===== src/rtig_pkg.sv =====
// Shared types and constants for the RGB to gray post-processing block.
// No dependencies; imported by every module of the block.
package rtig_pkg;

  // BT.601 weights with 16 fractional bits (sum to 65536)
  localparam logic [15:0] COEF_R = 16'd19595;
  localparam logic [15:0] COEF_G = 16'd38470;
  localparam logic [15:0] COEF_B = 16'd7471;

  localparam logic [31:0] NOISE_SEED = 32'h6D2B_79F5;
  localparam logic [23:0] UNIT_MAX   = 24'hFF_FFFF;
  localparam logic [55:0] UNIT_HALF  = 56'd8388607;
  localparam logic [31:0] GRAY_MAX_Q24 = 32'hFF00_0000;
  localparam logic [32:0] HALF_Q24     = 33'h0_0080_0000;

  // Register indexes on the configuration port
  localparam int CFG_IDX_W = 3;
  localparam int CFG_DATA_W = 16;
  localparam logic [CFG_IDX_W-1:0] REG_GAIN      = 3'd0;
  localparam logic [CFG_IDX_W-1:0] REG_OFFSET    = 3'd1;
  localparam logic [CFG_IDX_W-1:0] REG_NOISE_EN  = 3'd2;
  localparam logic [CFG_IDX_W-1:0] REG_SIGMA     = 3'd3;
  localparam logic [CFG_IDX_W-1:0] REG_WHITE_HOT = 3'd4;

  // Queue between front and back
  localparam int QUEUE_DEPTH = 4;
  localparam int QPTR_W = $clog2(QUEUE_DEPTH);
  localparam int QCNT_W = $clog2(QUEUE_DEPTH + 1);

  typedef struct packed {
    logic [7:0] red;
    logic [7:0] green;
    logic [7:0] blue;
    logic       frame_end_in;
  } pixel_t;

  typedef struct packed {
    logic [7:0] gray_value;
    logic       frame_end_out;
  } gray_t;

  typedef struct packed {
    logic [15:0] display_gain;
    logic [12:0] display_offset;
    logic        noise_enable;
    logic [15:0] noise_sigma;
    logic        white_hot;
  } cfg_t;

  // One classified pixel as handed from front to back
  typedef struct packed {
    logic [23:0] luma;       // Q.16 luma
    logic [23:0] noise_mag;  // |2u - UNIT_MAX|
    logic        neg;        // noise sign
    logic        noise_on;
    logic        frame_end;
  } entry_t;

endpackage


===== src/rtig_front.sv =====
// Front end: accepts pixels, forms luma and draws the noise sample.
// Depends on rtig_pkg.
module rtig_front
  import rtig_pkg::*;
(
  input  logic   clk,
  input  logic   rst,
  input  cfg_t   cfg,
  input  logic   pixel_valid,
  output logic   pixel_stall,
  input  pixel_t pixel,
  input  logic   q_full,
  output logic   q_push,
  output entry_t q_entry
);

  logic [31:0] noise_state;
  logic [31:0] noise_state_next;
  logic [31:0] x1;
  logic [31:0] x2;
  logic        noise_on;

  always_comb begin
    x1 = noise_state ^ (noise_state << 13);
    x2 = x1 ^ (x1 >> 17);
    noise_state_next = x2 ^ (x2 << 5);
  end

  assign noise_on    = cfg.noise_enable && (cfg.noise_sigma != 16'd0);
  assign pixel_stall = q_full;
  assign q_push      = pixel_valid && !q_full;

  always_comb begin
    q_entry.luma = 24'(COEF_R) * 24'(pixel.red) + 24'(COEF_G) * 24'(pixel.green)
                 + 24'(COEF_B) * 24'(pixel.blue);
    // u >= 2^23 gives a non-negative offset; magnitude is odd either way
    q_entry.noise_mag = {(noise_state_next[23] ? noise_state_next[22:0]
                                               : ~noise_state_next[22:0]), 1'b1};
    q_entry.neg       = !noise_state_next[23];
    q_entry.noise_on  = noise_on;
    q_entry.frame_end = pixel.frame_end_in;
  end

  always_ff @(posedge clk) begin
    if (rst) begin
      noise_state <= NOISE_SEED;
    end else if (q_push && noise_on) begin
      noise_state <= noise_state_next;
    end
  end

endmodule


===== src/rtig_queue.sv =====
// Short register queue that decouples the front end from the back end.
// Depends on rtig_pkg.
module rtig_queue
  import rtig_pkg::*;
(
  input  logic   clk,
  input  logic   rst,
  input  logic   push,
  input  entry_t push_entry,
  output logic   full,
  input  logic   pop,
  output logic   avail,
  output entry_t head
);

  entry_t            slots [QUEUE_DEPTH];
  logic [QPTR_W-1:0] wr_ptr;
  logic [QPTR_W-1:0] rd_ptr;
  logic [QCNT_W-1:0] count;

  assign full  = (count == QCNT_W'(QUEUE_DEPTH));
  assign avail = (count != '0);
  assign head  = slots[rd_ptr];

  always_ff @(posedge clk) begin
    if (push) begin
      slots[wr_ptr] <= push_entry;
    end
  end

  always_ff @(posedge clk) begin
    if (rst) begin
      wr_ptr <= '0;
      rd_ptr <= '0;
      count  <= '0;
    end else begin
      if (push) begin
        wr_ptr <= wr_ptr + 1'b1;
      end
      if (pop) begin
        rd_ptr <= rd_ptr + 1'b1;
      end
      case ({push, pop})
        2'b10:   count <= count + 1'b1;
        2'b01:   count <= count - 1'b1;
        default: count <= count;
      endcase
    end
  end

endmodule


===== src/rtig_back.sv =====
// Back end: gain, offset, noise scaling, clamp, polarity and rounding.
// Six-stage pipeline with a global hold on output stall. Depends on rtig_pkg.
module rtig_back
  import rtig_pkg::*;
(
  input  logic   clk,
  input  logic   rst,
  input  cfg_t   cfg,
  input  logic   q_avail,
  output logic   q_pop,
  input  entry_t q_head,
  output logic   gray_valid,
  input  logic   gray_stall,
  output gray_t  gray
);

  logic en;

  // stage valids
  logic v1, v2, v3, v4, v5;

  // stage 1
  logic [39:0] s1_prod;
  logic [23:0] s1_dist;
  logic        s1_neg, s1_on, s1_fe;
  // stage 2
  logic [39:0]        s2_p;
  logic signed [42:0] s2_base;
  logic               s2_neg, s2_on, s2_fe;
  // stage 3
  logic [31:0]        s3_q0;
  logic [32:0]        s3_r;
  logic signed [42:0] s3_base;
  logic               s3_neg, s3_on, s3_fe;
  // stage 4
  logic [31:0]        s4_q;
  logic signed [42:0] s4_base;
  logic               s4_neg, s4_on, s4_fe;
  // stage 5
  logic [31:0] s5_level;
  logic        s5_fe;

  logic [55:0]        num;
  logic [8:0]         q1;
  logic [24:0]        r1;
  logic signed [42:0] noise;
  logic signed [42:0] total;
  logic [31:0]        clamped;
  logic [32:0]        rounded;

  assign en    = !gray_valid || !gray_stall;
  assign q_pop = q_avail && en;

  always_comb begin
    num     = {s2_p, 16'd0} + UNIT_HALF;
    q1      = s3_r[32:24];
    r1      = 25'(s3_r[23:0]) + 25'(q1);
    noise   = s4_on ? (s4_neg ? -$signed({11'd0, s4_q}) : $signed({11'd0, s4_q})) : '0;
    total   = s4_base + noise;
    if (total[42]) begin
      clamped = '0;
    end else if (total > $signed({11'd0, GRAY_MAX_Q24})) begin
      clamped = GRAY_MAX_Q24;
    end else begin
      clamped = total[31:0];
    end
    rounded = 33'(s5_level) + HALF_Q24;
  end

  always_ff @(posedge clk) begin
    if (rst) begin
      v1 <= 1'b0;
      v2 <= 1'b0;
      v3 <= 1'b0;
      v4 <= 1'b0;
      v5 <= 1'b0;
      gray_valid <= 1'b0;
    end else if (en) begin
      v1 <= q_avail;
      v2 <= v1;
      v3 <= v2;
      v4 <= v3;
      v5 <= v4;
      gray_valid <= v5;
    end
  end

  always_ff @(posedge clk) begin
    if (en) begin
      // luma times gain: Q.24
      s1_prod <= 40'(q_head.luma) * 40'(cfg.display_gain);
      s1_dist <= q_head.noise_mag;
      s1_neg  <= q_head.neg;
      s1_on   <= q_head.noise_on;
      s1_fe   <= q_head.frame_end;

      s2_p    <= 40'(s1_dist) * 40'(cfg.noise_sigma);
      s2_base <= $signed({3'd0, s1_prod})
               + $signed({{10{cfg.display_offset[12]}}, cfg.display_offset, 20'd0});
      s2_neg  <= s1_neg;
      s2_on   <= s1_on;
      s2_fe   <= s1_fe;

      // divide by 2^24-1: fold high part into low part twice
      s3_q0   <= num[55:24];
      s3_r    <= 33'(num[23:0]) + 33'(num[55:24]);
      s3_base <= s2_base;
      s3_neg  <= s2_neg;
      s3_on   <= s2_on;
      s3_fe   <= s2_fe;

      s4_q    <= s3_q0 + 32'(q1) + 32'(r1 >= 25'(UNIT_MAX));
      s4_base <= s3_base;
      s4_neg  <= s3_neg;
      s4_on   <= s3_on;
      s4_fe   <= s3_fe;

      s5_level <= cfg.white_hot ? clamped : (GRAY_MAX_Q24 - clamped);
      s5_fe    <= s4_fe;

      gray.gray_value    <= rounded[31:24];
      gray.frame_end_out <= s5_fe;
    end
  end

endmodule


===== src/rgb_to_ir_gray_postprocess.sv =====
// Top level of the RGB to gray post-processing block: configuration
// registers plus front end, queue and back end. Depends on rtig_pkg.
//
// Usage:
//  - pixel channel: one RGB word per accepted cycle (pixel_valid high,
//    pixel_stall low). Luma is formed and the xorshift32 noise generator
//    steps on acceptance, only while noise is enabled with nonzero sigma.
//  - gray channel: one gray word per pixel, in order; the byte is meant to
//    be replicated onto R, G and B. The frame-end flag rides along.
//  - cfg channel: cfg_ready is always high; cfg_index selects gain, offset,
//    noise enable, sigma, white-hot (0..4); other indexes are dropped.
//    Write only while no pixel is in flight.
//  - Path: from pixel acceptance through a queue slot, back stages s1 to s5 and the gray output register to gray_valid.
//  - Throughput: one pixel per cycle while pixel_stall is low; the generator
//    update is combinational and the back end is a six-stage pipeline.
//  - gray_stall holds the whole back pipeline; the 4-entry queue keeps
//    taking pixels until it fills, then pixel_stall rises.
//  - Reset (rst, synchronous) empties the queue and pipeline, reseeds the
//    generator to 0x6D2B79F5 and restores register defaults.
module rgb_to_ir_gray_postprocess
  import rtig_pkg::*;
(
  input  logic                  clk,
  input  logic                  rst,
  input  logic                  pixel_valid,
  output logic                  pixel_stall,
  input  pixel_t                pixel,
  output logic                  gray_valid,
  input  logic                  gray_stall,
  output gray_t                 gray,
  input  logic                  cfg_valid,
  output logic                  cfg_ready,
  input  logic [CFG_IDX_W-1:0]  cfg_index,
  input  logic [CFG_DATA_W-1:0] cfg_data
);

  cfg_t   cfg;
  logic   q_full;
  logic   q_push;
  entry_t q_entry;
  logic   q_pop;
  logic   q_avail;
  entry_t q_head;

  assign cfg_ready = 1'b1;

  // register file; extra data bits are dropped
  always_ff @(posedge clk) begin
    if (rst) begin
      cfg.display_gain   <= 16'd256;
      cfg.display_offset <= '0;
      cfg.noise_enable   <= 1'b0;
      cfg.noise_sigma    <= '0;
      cfg.white_hot      <= 1'b1;
    end else if (cfg_valid && cfg_ready) begin
      unique case (cfg_index)
        REG_GAIN:      cfg.display_gain   <= cfg_data;
        REG_OFFSET:    cfg.display_offset <= cfg_data[12:0];
        REG_NOISE_EN:  cfg.noise_enable   <= cfg_data[0];
        REG_SIGMA:     cfg.noise_sigma    <= cfg_data;
        REG_WHITE_HOT: cfg.white_hot      <= cfg_data[0];
        default: ;
      endcase
    end
  end

  rtig_front u_front (
    .clk         (clk),
    .rst         (rst),
    .cfg         (cfg),
    .pixel_valid (pixel_valid),
    .pixel_stall (pixel_stall),
    .pixel       (pixel),
    .q_full      (q_full),
    .q_push      (q_push),
    .q_entry     (q_entry)
  );

  rtig_queue u_queue (
    .clk        (clk),
    .rst        (rst),
    .push       (q_push),
    .push_entry (q_entry),
    .full       (q_full),
    .pop        (q_pop),
    .avail      (q_avail),
    .head       (q_head)
  );

  rtig_back u_back (
    .clk        (clk),
    .rst        (rst),
    .cfg        (cfg),
    .q_avail    (q_avail),
    .q_pop      (q_pop),
    .q_head     (q_head),
    .gray_valid (gray_valid),
    .gray_stall (gray_stall),
    .gray       (gray)
  );

endmodule

===== config.mk =====
export PLATFORM = sky130hd
export DESIGN_NAME = rgb_to_ir_gray_postprocess
export DESIGN_NICKNAME = d
export VERILOG_FILES = /design/src/rtig_pkg.sv /design/src/rtig_front.sv /design/src/rtig_queue.sv /design/src/rtig_back.sv /design/src/rgb_to_ir_gray_postprocess.sv
export SDC_FILE = /design/constraint.sdc
export NUM_CORES = 2
export LEC_CHECK = 0
export BUFFER_PORTS_ARGS = -buffer_cell sky130_fd_sc_hd__clkbuf_2
export CAP_MARGIN = 20
export CELL_PAD_IN_SITES_DETAIL_PLACEMENT = 1
export CELL_PAD_IN_SITES_GLOBAL_PLACEMENT = 1
export CORE_MARGIN = 2
export CORE_UTILIZATION = 28
export DETAILED_ROUTE_END_ITERATION = 12
export PLACE_DENSITY_LB_ADDON = 0.1
export REMOVE_ABC_BUFFERS = 1
export SYNTH_ARGS = -nofsm -noshare
export SYNTH_HDL_FRONTEND = slang
export SYNTH_SLANG_ARGS = --single-unit
export TNS_END_PERCENT = 100

===== constraint.sdc =====
create_clock -name clk -period 25 [get_ports clk]
set_clock_uncertainty 0.2 [all_clocks]
set_input_delay 7.5 -clock clk [delete_from_list [all_inputs] [get_ports clk]]
set_output_delay 7.5 -clock clk [all_outputs]
set_load 0.1 [all_outputs]

======== Yosys cells after proc, flatten, opt, wreduce, memory -nomap -nowiden ========
Memory sizes are Yosys's and may differ from the RTL's. A register that Yosys moved wholly into a read port is not among the register bits.
Index checks and enable logic that the tools add are counted.
operators by class
  add/subtract/negate cells ............... 16
  reductions and logical operators ........ 18
  eq/ne operators ......................... 7
  multiply operators ...................... 5
  bitwise logic cells ..................... 4
  mux-type cells .......................... 11
  magnitude comparators ................... 2
operators with widths
  cell                    count
  $mux 32                 3
  $mux 43                 2
  $mul 24x16->40          2
  $xor 32x32->32          2
  $add 56x23->56 const B  1
  $mul 15x8->23 const A   2
  $add 43x43->43          1
  $gt 43x33->1 const B    1
  $neg 32->43             1
  $add 41x33->42          1
  $add 24x32->33          1
  $add 32x1->32           1
  $add 32x24->32 const B  1
  $add 32x9->32           1
  $sub 32x32->32 const A  1
  $xor 32x15->32          1
  $add 24x9->25           1
  $ge 25x24->1 const B    1
  $add 23x24->24          1
  $add 24x21->24          1
  $mux 23                 1
  $not 23->23             1
  $mul 13x8->21 const A   1
  $reduce_bool 16->1      1
  18 further kinds        33
word-level totals
  RAM bits ................................ 200
  output and inout bits ................... 12
  bits in registers ....................... 476
  memories kept ........................... 1
  logic and storage cells ................. 104
memory list
  name           depth  bits a word  read ports  clocked after Yosys merged registers in  wr ports  line              RTL
  u_queue.slots  4      50           1           1                                        1         rtig_queue.sv:16  entry_t slots [QUEUE_DEPTH];

======== Longest topological paths before layout ========
  word-level depth ........................ 9
  gate-level depth with buffers ........... 30
  gate-level depth less buffers ........... 30

======== Modules after synthesis ========
From an unflattened synthesis, not the netlist that was laid out.
unflattened totals
  cell total of the unflattened synthesis .. 5,727
  area total of the unflattened synthesis .. 61,205.0 um^2
modules (own cells, without submodules)
  module                      times used  area an instance (um^2)  sequential area each (um^2)  cells each
  rtig_back                   1           42,629.6                 10,870.4                     4,288
  rtig_front                  1           8,772.2                  640.6                        947
  rtig_queue                  1           7,845.0                  6,306.0                      310
  rgb_to_ir_gray_postprocess  1           1,958.1                  940.9                        182

======== Worst setup path before layout ========
Ideal clock, no wire load.
  path kind ............................... input port to flip-flop
  start ................................... input port gray_stall
  end ..................................... register u_queue.count[2]
  stages .................................. 8
  setup slack ............................. 7,591 ps
  library setup time ...................... 70 ps
  required time ........................... 24,730 ps
  arrival time ............................ 17,138 ps
  cell sequence ........................... nand2_1 o31a_1 ha_1 inv_1 fa_1 xor2_1 or3_1 a21oi_1
between the ends
  cells in the longest elaborated chain, start to end .. 5
  elaborated cells between the ends (all ways) .. 7
RTL lines
  element                                          line                              RTL
  from (decl)                                      rgb_to_ir_gray_postprocess.sv:29  input logic gray_stall,
  $logic_not 1->1 *                                rtig_back.sv:51                   assign en = !gray_valid || !gray_stall;
  $logic_or 1x1->1 *                               rtig_back.sv:51
  $logic_and 1x1->1 *                              rtig_back.sv:52                   assign q_pop = q_avail && en;
  via q_pop                                        rgb_to_ir_gray_postprocess.sv:41  logic q_pop;
  $eq 2x1->1 or $eq 2x2->1 (tied branches)         rtig_queue.sv:43                  case ({push, pop})
  $pmux 3 s2 or $reduce_bool 2->1 (tied branches)  --
  to (signal assigned)                             rtig_queue.sv:44                  2'b10: count <= count + 1'b1;
  to (signal assigned)                             rtig_queue.sv:45                  2'b01: count <= count - 1'b1;
  to (signal assigned)                             rtig_queue.sv:46                  default: count <= count;
  to (decl)                                        rtig_queue.sv:19                  logic [QCNT_W-1:0] count;
Mark *: on every way through the listed nets, which the timed path passes. The rest lies on a longest branch.
A chain may end at the register's enable or synchronous reset.

==> flow_summary.toml <==
[power_and_ir_drop]
p_clk_share_pct = 14.6
p_int_mw = 4.256
power.share.switching_pct = 45.44
seqPwrFrac_pct = 27.9
power_mw = 7.801
switchingPower_mw = 3.545
p_comb_share_pct = 57.5
leakagePower_nw = 28.05
ir_worst_vdd_mv = 0.09968
power_density_mw_per_mm2 = 117.7

[critical_path]
worstPathMaxFanout = 7
crit_arrival_ps = 14790
rrSetupSlack_ps = 16230
r2r_end = "u_back.s1_prod[38]"
reg2regPathDepth = 26
crit_type = "in -> reg"
startpoint = "pixel[15]"
cp_data_required_time_ps = 25220
critPathCaptureType = "register"
worst_path_max_delay_cell = "fa_1"
worst_setup_path_start_kind = "input pin"
crit_top_cell = "fa_1"
slowest_delay_ps = 550
crit_end = "u_queue.slots[0][48]"

[global_routing]
antenna_found_initial = 11
grt_pass1_vias = 43590
grt_start_max_net_pins = 77
grt_pass1_wl_mm = 270.8
overflow = 0
grt_util_all_layers_pct = 16.29

[synth]
ys_seq_elements = 651
synth-edff-count = 557
avgSynthCellArea_um2 = 10.61
yosys.area.top_type = "edfxtp_1"
synthArstFlopShare_pct = 0
ys_seq_area_share_pct = 30.94
synth_area_leaders = "edfxtp_1, fa_1, ha_1, inv_1, nand2_1"
yosys_warnings = 0
syn_inst = 5670
ys.flop_type = "edfxtp_1"
yosysTopAreaCellShare_pct = 27.81
syn_area_mm2 = 0.06014
synth_cell_types = 89

[timing]
worstMarginPinSlew_ps = 1034
post-route-period-util_pct = 58.28
rsz0062_at_grt = "false"
hold_viol = 0
finalSetupViolCount = 0
max_slew_margin_pct = 31.09
drv_slew = 0
fin_tns_setup_ps = 0
clock.fmax_mhz = 68.63
post-route-min-period_ps = 14570

[clocking]
clk_path_buf_depth = 3
root_buffer = "clkbuf_16"
cts_setup_buffers = 0
post_cts_resized = 0
hold_buffers = 0
tritoncts = "done"
numCtsBuffers = 80
clk_latency_ps = 690
cts.sinks = 651
htree_levels = 3
clk_pin_slew_ps = 60

[routing]
wl_per_cell_um = 20.47
firstDrtPassIters = 7
drt_drc_violations_left = 0
drt_wl_total_mm = 175.8
ant_nets = 0
drt_iter0_markers = 1885
vias = 39470
via_per_inst = 4.596

[floorplanning]
initial_utilization_pct = 28.10
dieArea_mm2 = 0.2185
chipWidth_um = 467.4
die_h_um = 467.4
core_area_mm2 = 0.2140
io-pin-count = 61
rows = 170

[cells_and_area]
nNetsFinal = 6943
postLayoutCoreUtil_pct = 30.98
stdcell_area_mm2 = 0.06629
area_growth_pct = 10.22
nFillCells = 23970
layout-drive-gt1-share_pct = 6.077
stdcell_count = 8587

[place]
dpl_cell_area_mm2 = 0.06373
gp_congestion = 0.8193
dp.cells = 8433
io_buffers = 59
dp.final_hpwl_mm = 131.7

[min_path]
hold_path.class = "reg -> reg"
min_path_cells = 0

[status]
outcome = "complete, no violations"

[run]
maxCapViolCount = 0
==> state kept, by name, summed over array words and instances, names as in the netlist, 33 cells and up, named ones only <==
signal / count
u_queue.slots: 200
cfg: 47
u_back.s2_base: 42
u_back.s3_base: 42
u_back.s4_base: 42
u_back.s1_prod: 40
u_back.s2_p: 40
u_back.s3_r: 33
==> metal layers <==
layer | GRT usage [%] | wire length (um) | up-vias
met5 | 0 | 0 | -
met4 | 3.719 | 3758 | 0
met3 | 1.517 | 3952 | 157
met2 | 26.59 | 81410 | 425
met1 | 23.29 | 86690 | 20360
li1 | - | - | 18530
==> power by group through the flow <==
stage	clock network, mW	registers, mW	logic [mW]
floorplan	0	2.17	3.07
global placement	0	2.20	4.48
detailed placement	0	2.21	4.55
CTS	1.19	2.19	4.57
global route	1.23	2.22	5.08
finish	1.14	2.18	4.48
==> final cells by class <==
| class | instances | area, um^2 | area share, % |
|---|---|---|---|
| diodes | 6 | 15.01 | 0.02265 |
| inverters | 927 | 3480 | 5.249 |
| clock inverters | 37 | 347.8 | 0.5247 |
| well taps | 2838 | 3551 | 5.357 |
| clock buffers | 111 | 2191 | 3.305 |
| flip-flops and latches | 651 | 18620 | 28.10 |
| multi-input cells | 3898 | 37330 | 56.32 |
| repair buffers | 119 | 748.2 | 1.129 |
==> stage by stage <==
step	worst slack (ps)	hold slack, ps
2_1_floorplan	7592	200.3
3_3_place_gp	9963	200.5
3_5_place_dp	9796	205.2
4_1_cts	10480	217.8
5_1_grt	9937	222.0
6_report	10430	214.1
==> how the worst min path moves through the flow <==
stage                     slack (ps)                  to                from
after floorplan                  200      u_back.gray[0]        u_back.s5_fe
after global placement           200  u_back.s3_base[13]  u_back.s2_base[13]
after detailed placement         210  u_back.s4_base[12]  u_back.s3_base[12]
after CTS                        220  u_back.s3_base[34]  u_back.s2_base[34]
after global routing             220  u_back.s4_base[13]  u_back.s3_base[13]
final                            210  u_back.s3_base[41]  u_back.s2_base[41]
==> cells in the final DEF, fill, tap and decap left out, types with 61 or more instances in the layout <==
master | netlist | final
a21o_1 | 71 | 71
a21oi_1 | 218 | 218
and2_1 | 336 | 332
buf_4 | 1 | 61
clkbuf_16 | 0 | 82
dfxtp_1 | 94 | 83
edfxtp_1 | 557 | 557
fa_1 | 737 | 737
ha_1 | 480 | 480
inv_1 | 926 | 926
nand2_1 | 706 | 705
nand3_1 | 71 | 71
nor2_1 | 163 | 163
nor3_1 | 68 | 68
o21ai_0 | 117 | 117
xnor2_1 | 264 | 264
xor2_1 | 129 | 128
==> cells by family (layout without fill, tap and decap cells) <==
group	Yosys count	in the layout	synth area share (%)
compound gates	652	652	6.939
xor+xnor	395	395	5.796
fa+ha+maj	1217	1217	34.52
buf+inv	1121	1194	7.020
flops	651	651	30.94
mux	57	57	1.993
other cells	1	7	0.006236
simple gates	1576	1576	12.78
==> worst max-delay path, delay by kind of cell <==
kind / cells / cell delay [ps]
buffers and inverters: 5 / 410
AND/OR/NAND/NOR: 6 / 850
AO/OA/AOI/OAI: 8 / 1800
XOR/XNOR: 1 / 300
adder cells (fa/ha/maj): 9 / 3930
==> synth_stat cells, types with 7 or more instances <==
master,count
o311a_1,9
ha_1,480
nor3_1,68
and3_1,31
o211ai_1,11
nor2_1,163
and4_1,7
or4_1,7
a31oi_1,23
fa_1,737
a211oi_1,21
inv_1,926
o31ai_1,20
edfxtp_1,557
nor3b_1,7
or2_2,15
nor2b_1,22
nand3_1,71
xnor2_1,264
or3_1,20
a41oi_1,8
nand4_1,40
nand2_1,706
a21o_1,71
o21ai_0,117
a21oi_1,218
clkbuf_1,176
dfxtp_1,94
and2_1,336
a221o_1,8
buf_1,14
o2111ai_1,8
nand2b_1,23
o21a_1,35
xor2_1,129
mux4_2,50
or3b_2,17
o41ai_1,7
a211o_1,9
o21bai_1,37
nor4_1,14
(Power assumes the default switching activity.)
